===== src/rtl/bdd_pkg.sv =====
// Shared types and constants for the bounded deque with delete-by-value.
package bdd_pkg;

    localparam int DEF_CAPACITY = 64;
    localparam int VALUE_W      = 32;
    localparam int KIND_W       = 2;
    localparam int STATUS_W     = 2;
    localparam int COUNT_W      = 7;

    // operation codes carried in the kind field
    typedef enum logic [KIND_W-1:0] {
        KIND_PUSH_FRONT = 2'd0,
        KIND_PUSH_BACK  = 2'd1,
        KIND_REMOVE     = 2'd2
    } kind_t;

    // status codes returned with each result
    typedef enum logic [STATUS_W-1:0] {
        ST_DONE      = 2'd0,
        ST_NOT_FOUND = 2'd1,
        ST_FULL      = 2'd2
    } status_t;

    // engine sequencer states
    typedef enum logic [1:0] {
        S_IDLE,
        S_EXEC,
        S_SCAN,
        S_FINISH
    } state_t;

    // one finished result handed from the engine to the output stage
    typedef struct packed {
        logic [STATUS_W-1:0] status;
        logic [COUNT_W-1:0]  count;
    } result_t;

endpackage


===== src/rtl/bdd_req_if.sv =====
// Request channel: operation kind and value, valid/ready handshake.
interface bdd_req_if import bdd_pkg::*; ();

    logic               valid;
    logic               ready;
    logic [KIND_W-1:0]  kind;
    logic [VALUE_W-1:0] value;

    modport source (output valid, output kind, output value, input ready);
    modport sink   (input valid, input kind, input value, output ready);

endinterface


===== src/rtl/bdd_rsp_if.sv =====
// Response channel: status and count, valid/ready handshake.
interface bdd_rsp_if import bdd_pkg::*; ();

    logic                valid;
    logic                ready;
    logic [STATUS_W-1:0] status;
    logic [COUNT_W-1:0]  count;

    modport source (output valid, output status, output count, input ready);
    modport sink   (input valid, input status, input count, output ready);

endinterface


===== src/rtl/bdd_ram.sv =====
// Generic single-write, single-read RAM with registered read data.
module bdd_ram #(
    parameter int WIDTH = 32,
    parameter int DEPTH = 64
) (
    input  logic                     clk,
    input  logic                     we,
    input  logic [$clog2(DEPTH)-1:0] waddr,
    input  logic [WIDTH-1:0]         wdata,
    input  logic                     re,
    input  logic [$clog2(DEPTH)-1:0] raddr,
    output logic [WIDTH-1:0]         rdata
);

    logic [WIDTH-1:0] mem_reg [DEPTH];
    logic [WIDTH-1:0] rdata_reg;

    // write port
    always_ff @(posedge clk)
    begin
        if (we)
        begin
            mem_reg[waddr] <= wdata;
        end
    end

    // read port, read data registered while re is high
    always_ff @(posedge clk)
    begin
        if (re)
        begin
            rdata_reg <= mem_reg[raddr];
        end
    end

    assign rdata = rdata_reg;

endmodule


===== src/rtl/bdd_engine.sv =====
// Operation sequencer: ring pointers, push handling, search-and-compact over the slot RAM.
module bdd_engine import bdd_pkg::*; #(
    parameter int CAPACITY = DEF_CAPACITY
) (
    input  logic                        clk,
    input  logic                        rst_n,
    // incoming operation
    input  logic                        item_valid,
    output logic                        item_ready,
    input  logic [KIND_W-1:0]           item_kind,
    input  logic [VALUE_W-1:0]          item_value,
    // finished result
    output logic                        res_valid,
    input  logic                        res_ready,
    output result_t                     res,
    // slot RAM
    output logic                        mem_we,
    output logic [$clog2(CAPACITY)-1:0] mem_waddr,
    output logic [VALUE_W-1:0]          mem_wdata,
    output logic                        mem_re,
    output logic [$clog2(CAPACITY)-1:0] mem_raddr,
    input  logic [VALUE_W-1:0]          mem_rdata
);

    localparam int IDX_W = $clog2(CAPACITY);
    localparam int OCC_W = $clog2(CAPACITY + 1);

    state_t              state_reg, state_next;
    logic [KIND_W-1:0]   kind_reg, kind_next;
    logic [VALUE_W-1:0]  value_reg, value_next;
    logic [IDX_W-1:0]    front_reg, front_next;
    logic [OCC_W-1:0]    occ_reg, occ_next;
    logic [OCC_W-1:0]    rd_off_reg, rd_off_next;
    logic [IDX_W-1:0]    cmp_off_reg, cmp_off_next;
    logic                found_reg, found_next;
    logic [STATUS_W-1:0] status_reg, status_next;

    logic                full;
    logic                match;
    logic                last_entry;
    logic [OCC_W+COUNT_W-1:0] count_ext;

    // front plus offset, wrapped to the ring size
    function automatic logic [IDX_W-1:0] ring_pos(
        input logic [IDX_W-1:0] base,
        input logic [IDX_W-1:0] off
    );
        logic [IDX_W:0] sum;
        sum = {1'b0, base} + {1'b0, off};
        if (sum >= (IDX_W+1)'(CAPACITY))
        begin
            sum = sum - (IDX_W+1)'(CAPACITY);
        end
        return sum[IDX_W-1:0];
    endfunction

    assign full       = (occ_reg == OCC_W'(CAPACITY));
    assign match      = (mem_rdata == value_reg);
    assign last_entry = (OCC_W'(cmp_off_reg) == occ_reg - OCC_W'(1));

    // count field is the occupancy truncated to seven bits
    assign count_ext  = {{COUNT_W{1'b0}}, occ_reg};

    // next state
    always_comb
    begin
        state_next = state_reg;
        unique case (state_reg)
            S_IDLE:
            begin
                if (item_valid)
                begin
                    state_next = S_EXEC;
                end
            end
            S_EXEC:
            begin
                if (kind_reg == KIND_REMOVE && occ_reg != '0)
                begin
                    state_next = S_SCAN;
                end
                else
                begin
                    state_next = S_FINISH;
                end
            end
            S_SCAN:
            begin
                if (last_entry)
                begin
                    state_next = S_FINISH;
                end
            end
            S_FINISH:
            begin
                if (res_ready)
                begin
                    state_next = S_IDLE;
                end
            end
            default:
            begin
                state_next = S_IDLE;
            end
        endcase
    end

    // datapath and outputs
    always_comb
    begin
        kind_next    = kind_reg;
        value_next   = value_reg;
        front_next   = front_reg;
        occ_next     = occ_reg;
        rd_off_next  = rd_off_reg;
        cmp_off_next = cmp_off_reg;
        found_next   = found_reg;
        status_next  = status_reg;
        item_ready   = 1'b0;
        res_valid    = 1'b0;
        mem_we       = 1'b0;
        mem_waddr    = ring_pos(front_reg, IDX_W'(0));
        mem_wdata    = value_reg;
        mem_re       = 1'b0;
        mem_raddr    = ring_pos(front_reg, IDX_W'(0));

        unique case (state_reg)
            S_IDLE:
            begin
                item_ready = 1'b1;
                if (item_valid)
                begin
                    kind_next  = item_kind;
                    value_next = item_value;
                end
            end
            S_EXEC:
            begin
                status_next = ST_DONE;
                unique case (kind_reg)
                    KIND_PUSH_FRONT:
                    begin
                        if (full)
                        begin
                            status_next = ST_FULL;
                        end
                        else
                        begin
                            front_next = (front_reg == '0) ? IDX_W'(CAPACITY - 1)
                                                          : front_reg - IDX_W'(1);
                            mem_we     = 1'b1;
                            mem_waddr  = front_next;
                            occ_next   = occ_reg + OCC_W'(1);
                        end
                    end
                    KIND_PUSH_BACK:
                    begin
                        if (full)
                        begin
                            status_next = ST_FULL;
                        end
                        else
                        begin
                            mem_we    = 1'b1;
                            mem_waddr = ring_pos(front_reg, occ_reg[IDX_W-1:0]);
                            occ_next  = occ_reg + OCC_W'(1);
                        end
                    end
                    KIND_REMOVE:
                    begin
                        if (occ_reg == '0)
                        begin
                            status_next = ST_NOT_FOUND;
                        end
                        else
                        begin
                            // first read at the front, scan starts next cycle
                            mem_re       = 1'b1;
                            mem_raddr    = ring_pos(front_reg, IDX_W'(0));
                            rd_off_next  = OCC_W'(1);
                            cmp_off_next = '0;
                            found_next   = 1'b0;
                        end
                    end
                    default:
                    begin
                        // unused code: no change, status done
                        status_next = ST_DONE;
                    end
                endcase
            end
            S_SCAN:
            begin
                // keep one read in flight ahead of the compare
                if (rd_off_reg < occ_reg)
                begin
                    mem_re      = 1'b1;
                    mem_raddr   = ring_pos(front_reg, rd_off_reg[IDX_W-1:0]);
                    rd_off_next = rd_off_reg + OCC_W'(1);
                end
                cmp_off_next = cmp_off_reg + IDX_W'(1);

                // past the hit, move each entry one place toward the front
                if (found_reg)
                begin
                    mem_we    = 1'b1;
                    mem_waddr = ring_pos(front_reg, cmp_off_reg - IDX_W'(1));
                    mem_wdata = mem_rdata;
                end
                else if (match)
                begin
                    found_next = 1'b1;
                end

                if (last_entry)
                begin
                    if (found_reg || match)
                    begin
                        occ_next    = occ_reg - OCC_W'(1);
                        status_next = ST_DONE;
                    end
                    else
                    begin
                        status_next = ST_NOT_FOUND;
                    end
                end
            end
            S_FINISH:
            begin
                res_valid = 1'b1;
            end
            default:
            begin
                item_ready = 1'b0;
            end
        endcase
    end

    assign res.status = status_reg;
    assign res.count  = count_ext[COUNT_W-1:0];

    // control state
    always_ff @(posedge clk or negedge rst_n)
    begin
        if (!rst_n)
        begin
            state_reg <= S_IDLE;
            front_reg <= '0;
            occ_reg   <= '0;
        end
        else
        begin
            state_reg <= state_next;
            front_reg <= front_next;
            occ_reg   <= occ_next;
        end
    end

    // operation payload and scan bookkeeping
    always_ff @(posedge clk)
    begin
        kind_reg    <= kind_next;
        value_reg   <= value_next;
        rd_off_reg  <= rd_off_next;
        cmp_off_reg <= cmp_off_next;
        found_reg   <= found_next;
        status_reg  <= status_next;
    end

endmodule


===== src/rtl/bounded_deque_with_delete.sv =====
// Bounded deque with delete-by-value: the request/response channels and output register.
//
// Usage:
//   req carries one operation per transfer: kind 0 pushes value at the front,
//   kind 1 pushes it at the back, kind 2 removes the first entry from the front
//   equal to value and closes the gap. Kind 3 changes nothing.
//   rsp returns one transfer per operation: status (0 done, 1 no match,
//   2 push refused because full) and the count held afterwards (low 7 bits).
// Sequencing:
//   One operation is in work at a time. A push passes from its req transfer through
//   the execute and finish states to the output register, and req is ready again
//   once the engine is back in idle; a removal reads every held entry through the
//   one read port of the slot RAM, writing back the shifted entries as it goes.
//   A removal on an empty store goes straight from execute to finish, with no scan.
// Reset:
//   rst_n clears the front pointer and the count; the store is empty at once.
// Stalls:
//   A result waits in the output register while rsp.ready is low; the next
//   operation is still taken and runs until its own result is ready, then
//   holds until the register frees up.
module bounded_deque_with_delete import bdd_pkg::*; #(
    parameter int CAPACITY = DEF_CAPACITY
) (
    input  logic      clk,
    input  logic      rst_n,
    bdd_req_if.sink   req,
    bdd_rsp_if.source rsp
);

    localparam int IDX_W = $clog2(CAPACITY);

    logic               res_valid;
    logic               res_ready;
    result_t            res;

    logic               mem_we;
    logic [IDX_W-1:0]   mem_waddr;
    logic [VALUE_W-1:0] mem_wdata;
    logic               mem_re;
    logic [IDX_W-1:0]   mem_raddr;
    logic [VALUE_W-1:0] mem_rdata;

    logic               rsp_valid_reg, rsp_valid_next;
    result_t            rsp_data_reg;

    bdd_engine #(
        .CAPACITY (CAPACITY)
    ) u_engine (
        .clk        (clk),
        .rst_n      (rst_n),
        .item_valid (req.valid),
        .item_ready (req.ready),
        .item_kind  (req.kind),
        .item_value (req.value),
        .res_valid  (res_valid),
        .res_ready  (res_ready),
        .res        (res),
        .mem_we     (mem_we),
        .mem_waddr  (mem_waddr),
        .mem_wdata  (mem_wdata),
        .mem_re     (mem_re),
        .mem_raddr  (mem_raddr),
        .mem_rdata  (mem_rdata)
    );

    bdd_ram #(
        .WIDTH (VALUE_W),
        .DEPTH (CAPACITY)
    ) u_slots (
        .clk   (clk),
        .we    (mem_we),
        .waddr (mem_waddr),
        .wdata (mem_wdata),
        .re    (mem_re),
        .raddr (mem_raddr),
        .rdata (mem_rdata)
    );

    // output register: free when empty or being drained this cycle
    assign res_ready = !rsp_valid_reg || rsp.ready;

    always_comb
    begin
        rsp_valid_next = rsp_valid_reg;
        if (res_valid && res_ready)
        begin
            rsp_valid_next = 1'b1;
        end
        else if (rsp.ready)
        begin
            rsp_valid_next = 1'b0;
        end
    end

    always_ff @(posedge clk or negedge rst_n)
    begin
        if (!rst_n)
        begin
            rsp_valid_reg <= 1'b0;
        end
        else
        begin
            rsp_valid_reg <= rsp_valid_next;
        end
    end

    always_ff @(posedge clk)
    begin
        if (res_valid && res_ready)
        begin
            rsp_data_reg <= res;
        end
    end

    assign rsp.valid  = rsp_valid_reg;
    assign rsp.status = rsp_data_reg.status;
    assign rsp.count  = rsp_data_reg.count;

endmodule


===== src/flat_wrapper.sv =====
// flat-port wrapper written by rule: the top's interface ports become plain ports
module bounded_deque_with_delete_flat import bdd_pkg::*;
#(
    parameter int CAPACITY = DEF_CAPACITY
)
  (clk, rst_n, req_valid, req_kind, req_value, req_ready, rsp_valid, rsp_status, rsp_count, rsp_ready);
  bdd_req_if req_i ();
  bdd_rsp_if rsp_i ();
  input  logic clk;
  input  logic rst_n;
  input wire logic [$bits(req_i.valid)-1:0] req_valid;
  input wire logic [$bits(req_i.kind)-1:0] req_kind;
  input wire logic [$bits(req_i.value)-1:0] req_value;
  output wire logic [$bits(req_i.ready)-1:0] req_ready;
  output wire logic [$bits(rsp_i.valid)-1:0] rsp_valid;
  output wire logic [$bits(rsp_i.status)-1:0] rsp_status;
  output wire logic [$bits(rsp_i.count)-1:0] rsp_count;
  input wire logic [$bits(rsp_i.ready)-1:0] rsp_ready;
  assign req_i.valid = req_valid;
  assign req_i.kind = req_kind;
  assign req_i.value = req_value;
  assign req_ready = req_i.ready;
  assign rsp_valid = rsp_i.valid;
  assign rsp_status = rsp_i.status;
  assign rsp_count = rsp_i.count;
  assign rsp_i.ready = rsp_ready;
  bounded_deque_with_delete #(.CAPACITY(CAPACITY)) u_core (.clk(clk), .rst_n(rst_n), .req(req_i), .rsp(rsp_i));
endmodule

===== config.mk =====
export PLATFORM = sky130hd
export DESIGN_NAME = bounded_deque_with_delete_flat
export DESIGN_NICKNAME = d
export VERILOG_FILES = /design/src/rtl/bdd_pkg.sv /design/src/rtl/bdd_req_if.sv /design/src/rtl/bdd_rsp_if.sv /design/src/rtl/bdd_ram.sv /design/src/rtl/bdd_engine.sv /design/src/rtl/bounded_deque_with_delete.sv /design/src/flat_wrapper.sv
export SDC_FILE = /design/constraint.sdc
export NUM_CORES = 2
export LEC_CHECK = 0
export BUFFER_PORTS_ARGS = -buffer_cell sky130_fd_sc_hd__buf_2
export CAP_MARGIN = 20
export CORE_ASPECT_RATIO = 0.7
export CORE_MARGIN = 10
export CORE_UTILIZATION = 40
export CTS_BUF_LIST = sky130_fd_sc_hd__clkbuf_4 sky130_fd_sc_hd__clkbuf_8
export DETAILED_ROUTE_END_ITERATION = 12
export GPL_ROUTABILITY_DRIVEN = 0
export GPL_TIMING_DRIVEN = 0
export SLEW_MARGIN = 20
export SYNTH_ARGS = -nofsm -noshare
export SYNTH_HDL_FRONTEND = slang
export SYNTH_SLANG_ARGS = --single-unit

===== constraint.sdc =====
create_clock -name clk -period 6.9 [get_ports clk]
set_clock_uncertainty 0.2 [all_clocks]
set_input_delay 0.345 -clock clk [delete_from_list [all_inputs] [get_ports clk]]
set_output_delay 0.345 -clock clk [all_outputs]
set_load 0.02 [all_outputs]

==> results.py <==
metrics = {
    "run_status": {
        "status": "complete, but fails checks",
        "failed_checks": "max-capacitance violations",
    },
    "clocking": {
        "cts_tree": "yes",
        "clock_tree.root_cell": "clkbuf_8",
        "clockBufferDepth": 4,
        "number_of_buffers_inserted_during_clock_tree_synthesis": 313,
        "cts.repair_timing.setup_buffer_count": 0,
        "clock_tree.htree_level_count": 5,
        "reg_clk_slew_reported_paths_ps": 70,
        "worst_skew_late_latency_ps": 970,
        "numClockSinks": 2155,
    },
    "sta": {
        "final.period_utilization_pct": 99.1,
        "post-route-worst-setup-slack_ps": 62.8,
        "worst_slew_margin_rel_pct": 0.242,
        "worst_margin_pin_slew_ps": 1480,
        "number_of_setup_violations_in_the_final_report": 0,
        "final-max-slew-violation-count": 0,
        "fin_hold_ws_ps": 198,
        "finalCriticalPeriod_ps": 6840,
        "rsz0062_at_grt": "false",
        "maxClockFrequency_ghz": 0.146,
        "hold_viol": 0,
    },
    "critical_path": {
        "path_max_fanout": 10,
        "startpoint_type": "flip-flop",
        "setup.worst_path.end_class": "flip-flop",
        "timing.critical_path.from": "u_core.u_engine.state_reg[0]",
        "arrival_ps": 7270,
        "worst_r2r_endpoint": "u_core.u_slots.rdata[8]",
        "crit_path_end": "u_core.u_slots.rdata[8]",
        "reg_to_reg_critical_path_startpoint": "u_core.u_engine.state_reg[0]",
        "worst-r2r-setup-slack_ps": 60,
        "reg2regPathDepth": 13,
        "timing.setup.critical_path_class": "reg2reg",
        "cp.required_ps": 7330,
    },
    "floorplan": {
        "boundaryPins": 49,
        "floorplan.die_area_sq_um": 234000,
        "initial_core_util_pct": 40.2,
        "die_width_um": 574,
        "std_cell_rows": 142,
        "core_area_sq_um": 214000,
        "die-height_um": 408,
    },
    "global_route": {
        "grt_antenna_before_repair": 41,
        "wire_length_of_the_first_global_routing_pass_mm": 409,
        "grt_start_max_net_pins": 65,
        "grtUsageTotal_pct": 24.5,
        "grt_overflow_total": 0,
        "grt_pass1_vias": 51600,
    },
    "worst_hold_path": {
        "min-delay-path-class": "in2reg",
    },
    "power_and_ir_drop": {
        "power-per-cell-area_nw_per_um2": 520,
        "leakage_nw": 33.5,
        "worst_ir_drop_vdd_uv": 285,
        "report.power.total_mw": 51.7,
    },
    "finish": {
        "num-nets-final": 6454,
        "syn_to_final_growth_pct": 15.8,
        "number_of_flip_flops_in_the_largest_register": 2048,
        "post_route_core_utilization_pct": 46.5,
        "post_route_cells_drive_above_1_share_pct": 15.7,
    },
    "synth": {
        "synthArstFlopShare_pct": 0.742,
        "seq_area_frac_synth_pct": 75.2,
        "synth.distinct_cells": 66,
        "mappedNetlistArea_sq_um": 85900,
        "postSynthRegisterBits": 2155,
        "netlist_instances": 5822,
        "synth_enable_flop_cells": 2139,
        "ys_warn_count": 0,
        "syn-num-nets": 5895,
        "synthFlopType": "edfxtp_1",
        "postSynthAreaPerCell_sq_um": 14.8,
    },
    "drt": {
        "drc": 0,
        "drt-wirelength-per-cell_um": 31.6,
        "drt_total_wl_mm": 300,
        "routed_via_density": 5.97,
        "remaining_antenna_violation_count": 0,
        "drt-pass1-iter-count": 7,
        "vias": 56600,
        "initialDrtViolationCount": 10900,
    },
    "placement": {
        "detailedPlace.worstSlack_ps": 615,
        "port_buffers": 48,
        "dpl.hpwl_mm": 206,
    },
    "flow_run": {
        "drv_cap": 1,
    },
}
cell usage in the layout (no fill, tap or decap), drive strengths merged, types with 34 or more instances in the layout:
cell type	synthesis	routed
buf	223	392
mux2	36	36
mux4	73	73
o21ai	53	53
clkbuf	118	535
a22oi	34	34
nand2	1283	1283
inv	26	34
clkinv	0	91
mux2i	278	278
o22ai	36	36
dlygate4sd3	0	73
a31oi	93	93
a32oi	99	99
nor2	197	197
edfxtp	2139	2139
xnor2	47	47
nand3	773	773
worst min path at each step:
stage / startpoint / to / slack [ps] / cells after the start
after floorplan: rst_n / u_core.rsp.valid / -150 / 0
after global placement: rst_n / u_core.rsp.valid / 100 / 1
after detailed placement: rst_n / u_core.rsp.valid / 110 / 1
after CTS: req_valid / u_core.u_engine.state_reg[0] / 150 / 6
after global routing: req_valid / u_core.u_engine.state_reg[1] / 230 / 5
final: req_valid / u_core.u_engine.state_reg[1] / 200 / 6
routing by layer:
layer | vias up | routed length (um) | GRT usage [%]
li1 | 23200 | - | -
met1 | 28300 | 121000 | 35.7
met2 | 4377 | 114000 | 31.0
met3 | 721 | 53200 | 12.3
met4 | 24 | 11700 | 8.36
met5 | - | 289 | 0
final cells by class:
| class | instances | area (sq um) |
|---|---|---|
| antenna | 12 | 30.0 |
| buffer | 341 | 1760 |
| clock buffer | 415 | 5100 |
| clock inverter | 112 | 609 |
| fill | 18400 | 114000 |
| inverter | 26 | 97.6 |
| multi-input combinational | 3300 | 20100 |
| sequential | 2155 | 64600 |
| tap | 2880 | 3600 |
| timing repair buffer | 244 | 3540 |
through the flow:
stage	cell area, sq um	std cells	setup TNS (ps)
detailed placement	93000	8869	0
global placement	89700	8750	-854950
floorplan	85900	5822	0
CTS	99400	9469	0
finish	99500	9485	0
global route	99500	9476	0
where the power goes:
| part | leakage, nW | switching (mW) | total (mW) | internal (mW) |
|---|---|---|---|---|
| registers | 19.4 | 0.290 | 16.4 | 16.1 |
| clock network | 3.01 | 4.99 | 9.91 | 4.92 |
| logic | 11.0 | 19.3 | 25.5 | 6.16 |
| total | 33.5 | 24.6 | 51.7 | 27.2 |
Yosys cell counts (28+ instances only):
master	count	area, sq um
a31oi_1	93	582
a21oi_1	29	145
xnor2_1	47	412
mux2i_1	275	2750
a22oi_1	34	255
o22ai_1	36	225
nand3_1	773	3870
edfxtp_1	2139	64200
ha_1	32	400
o21ai_0	51	255
mux2_2	33	372
buf_2	151	756
o32ai_1	29	254
mux4_2	73	1640
a32oi_1	99	867
o211a_1	28	280
nor2_1	193	724
clkbuf_1	118	443
buf_4	31	233
nand2_1	1282	4810
critical path, cell delays in order (launching register included):
cell	delay [ps]
dfrtp_1	400
inv_1	130
ha_1	160
clkbuf_1	440
nand2b_1	240
a2111oi_0	1010
a21oi_1	90
buf_2	310
nand2_1	510
clkbuf_1	490
o22ai_1	210
o21ai_0	880
nand3_1	770
o211a_1	610
cells by family (layout without fill, tap and decap cells):
logic type / Yosys count / count (layout) / share of synthesized area (%)
and+or+nand+nor: 2331 / 2331 / 11.6
xor gates and xnor gates: 73 / 73 / 0.744
other: 0 / 12 / 0
AOI/OAI and AO/OA: 474 / 474 / 4.08
muxes: 387 / 387 / 5.68
buffers and inverters: 367 / 1138 / 2.16
DFF: 2155 / 2155 / 75.2
adders and majority gates: 35 / 35 / 0.536
timing repair:
item                      4_1_cts  5_1_grt
resized for setup               0        0
hold buffers                   73        0
hold endpoints to repair       96        0
No activity file was read; power rests on OpenSTA's default activity.
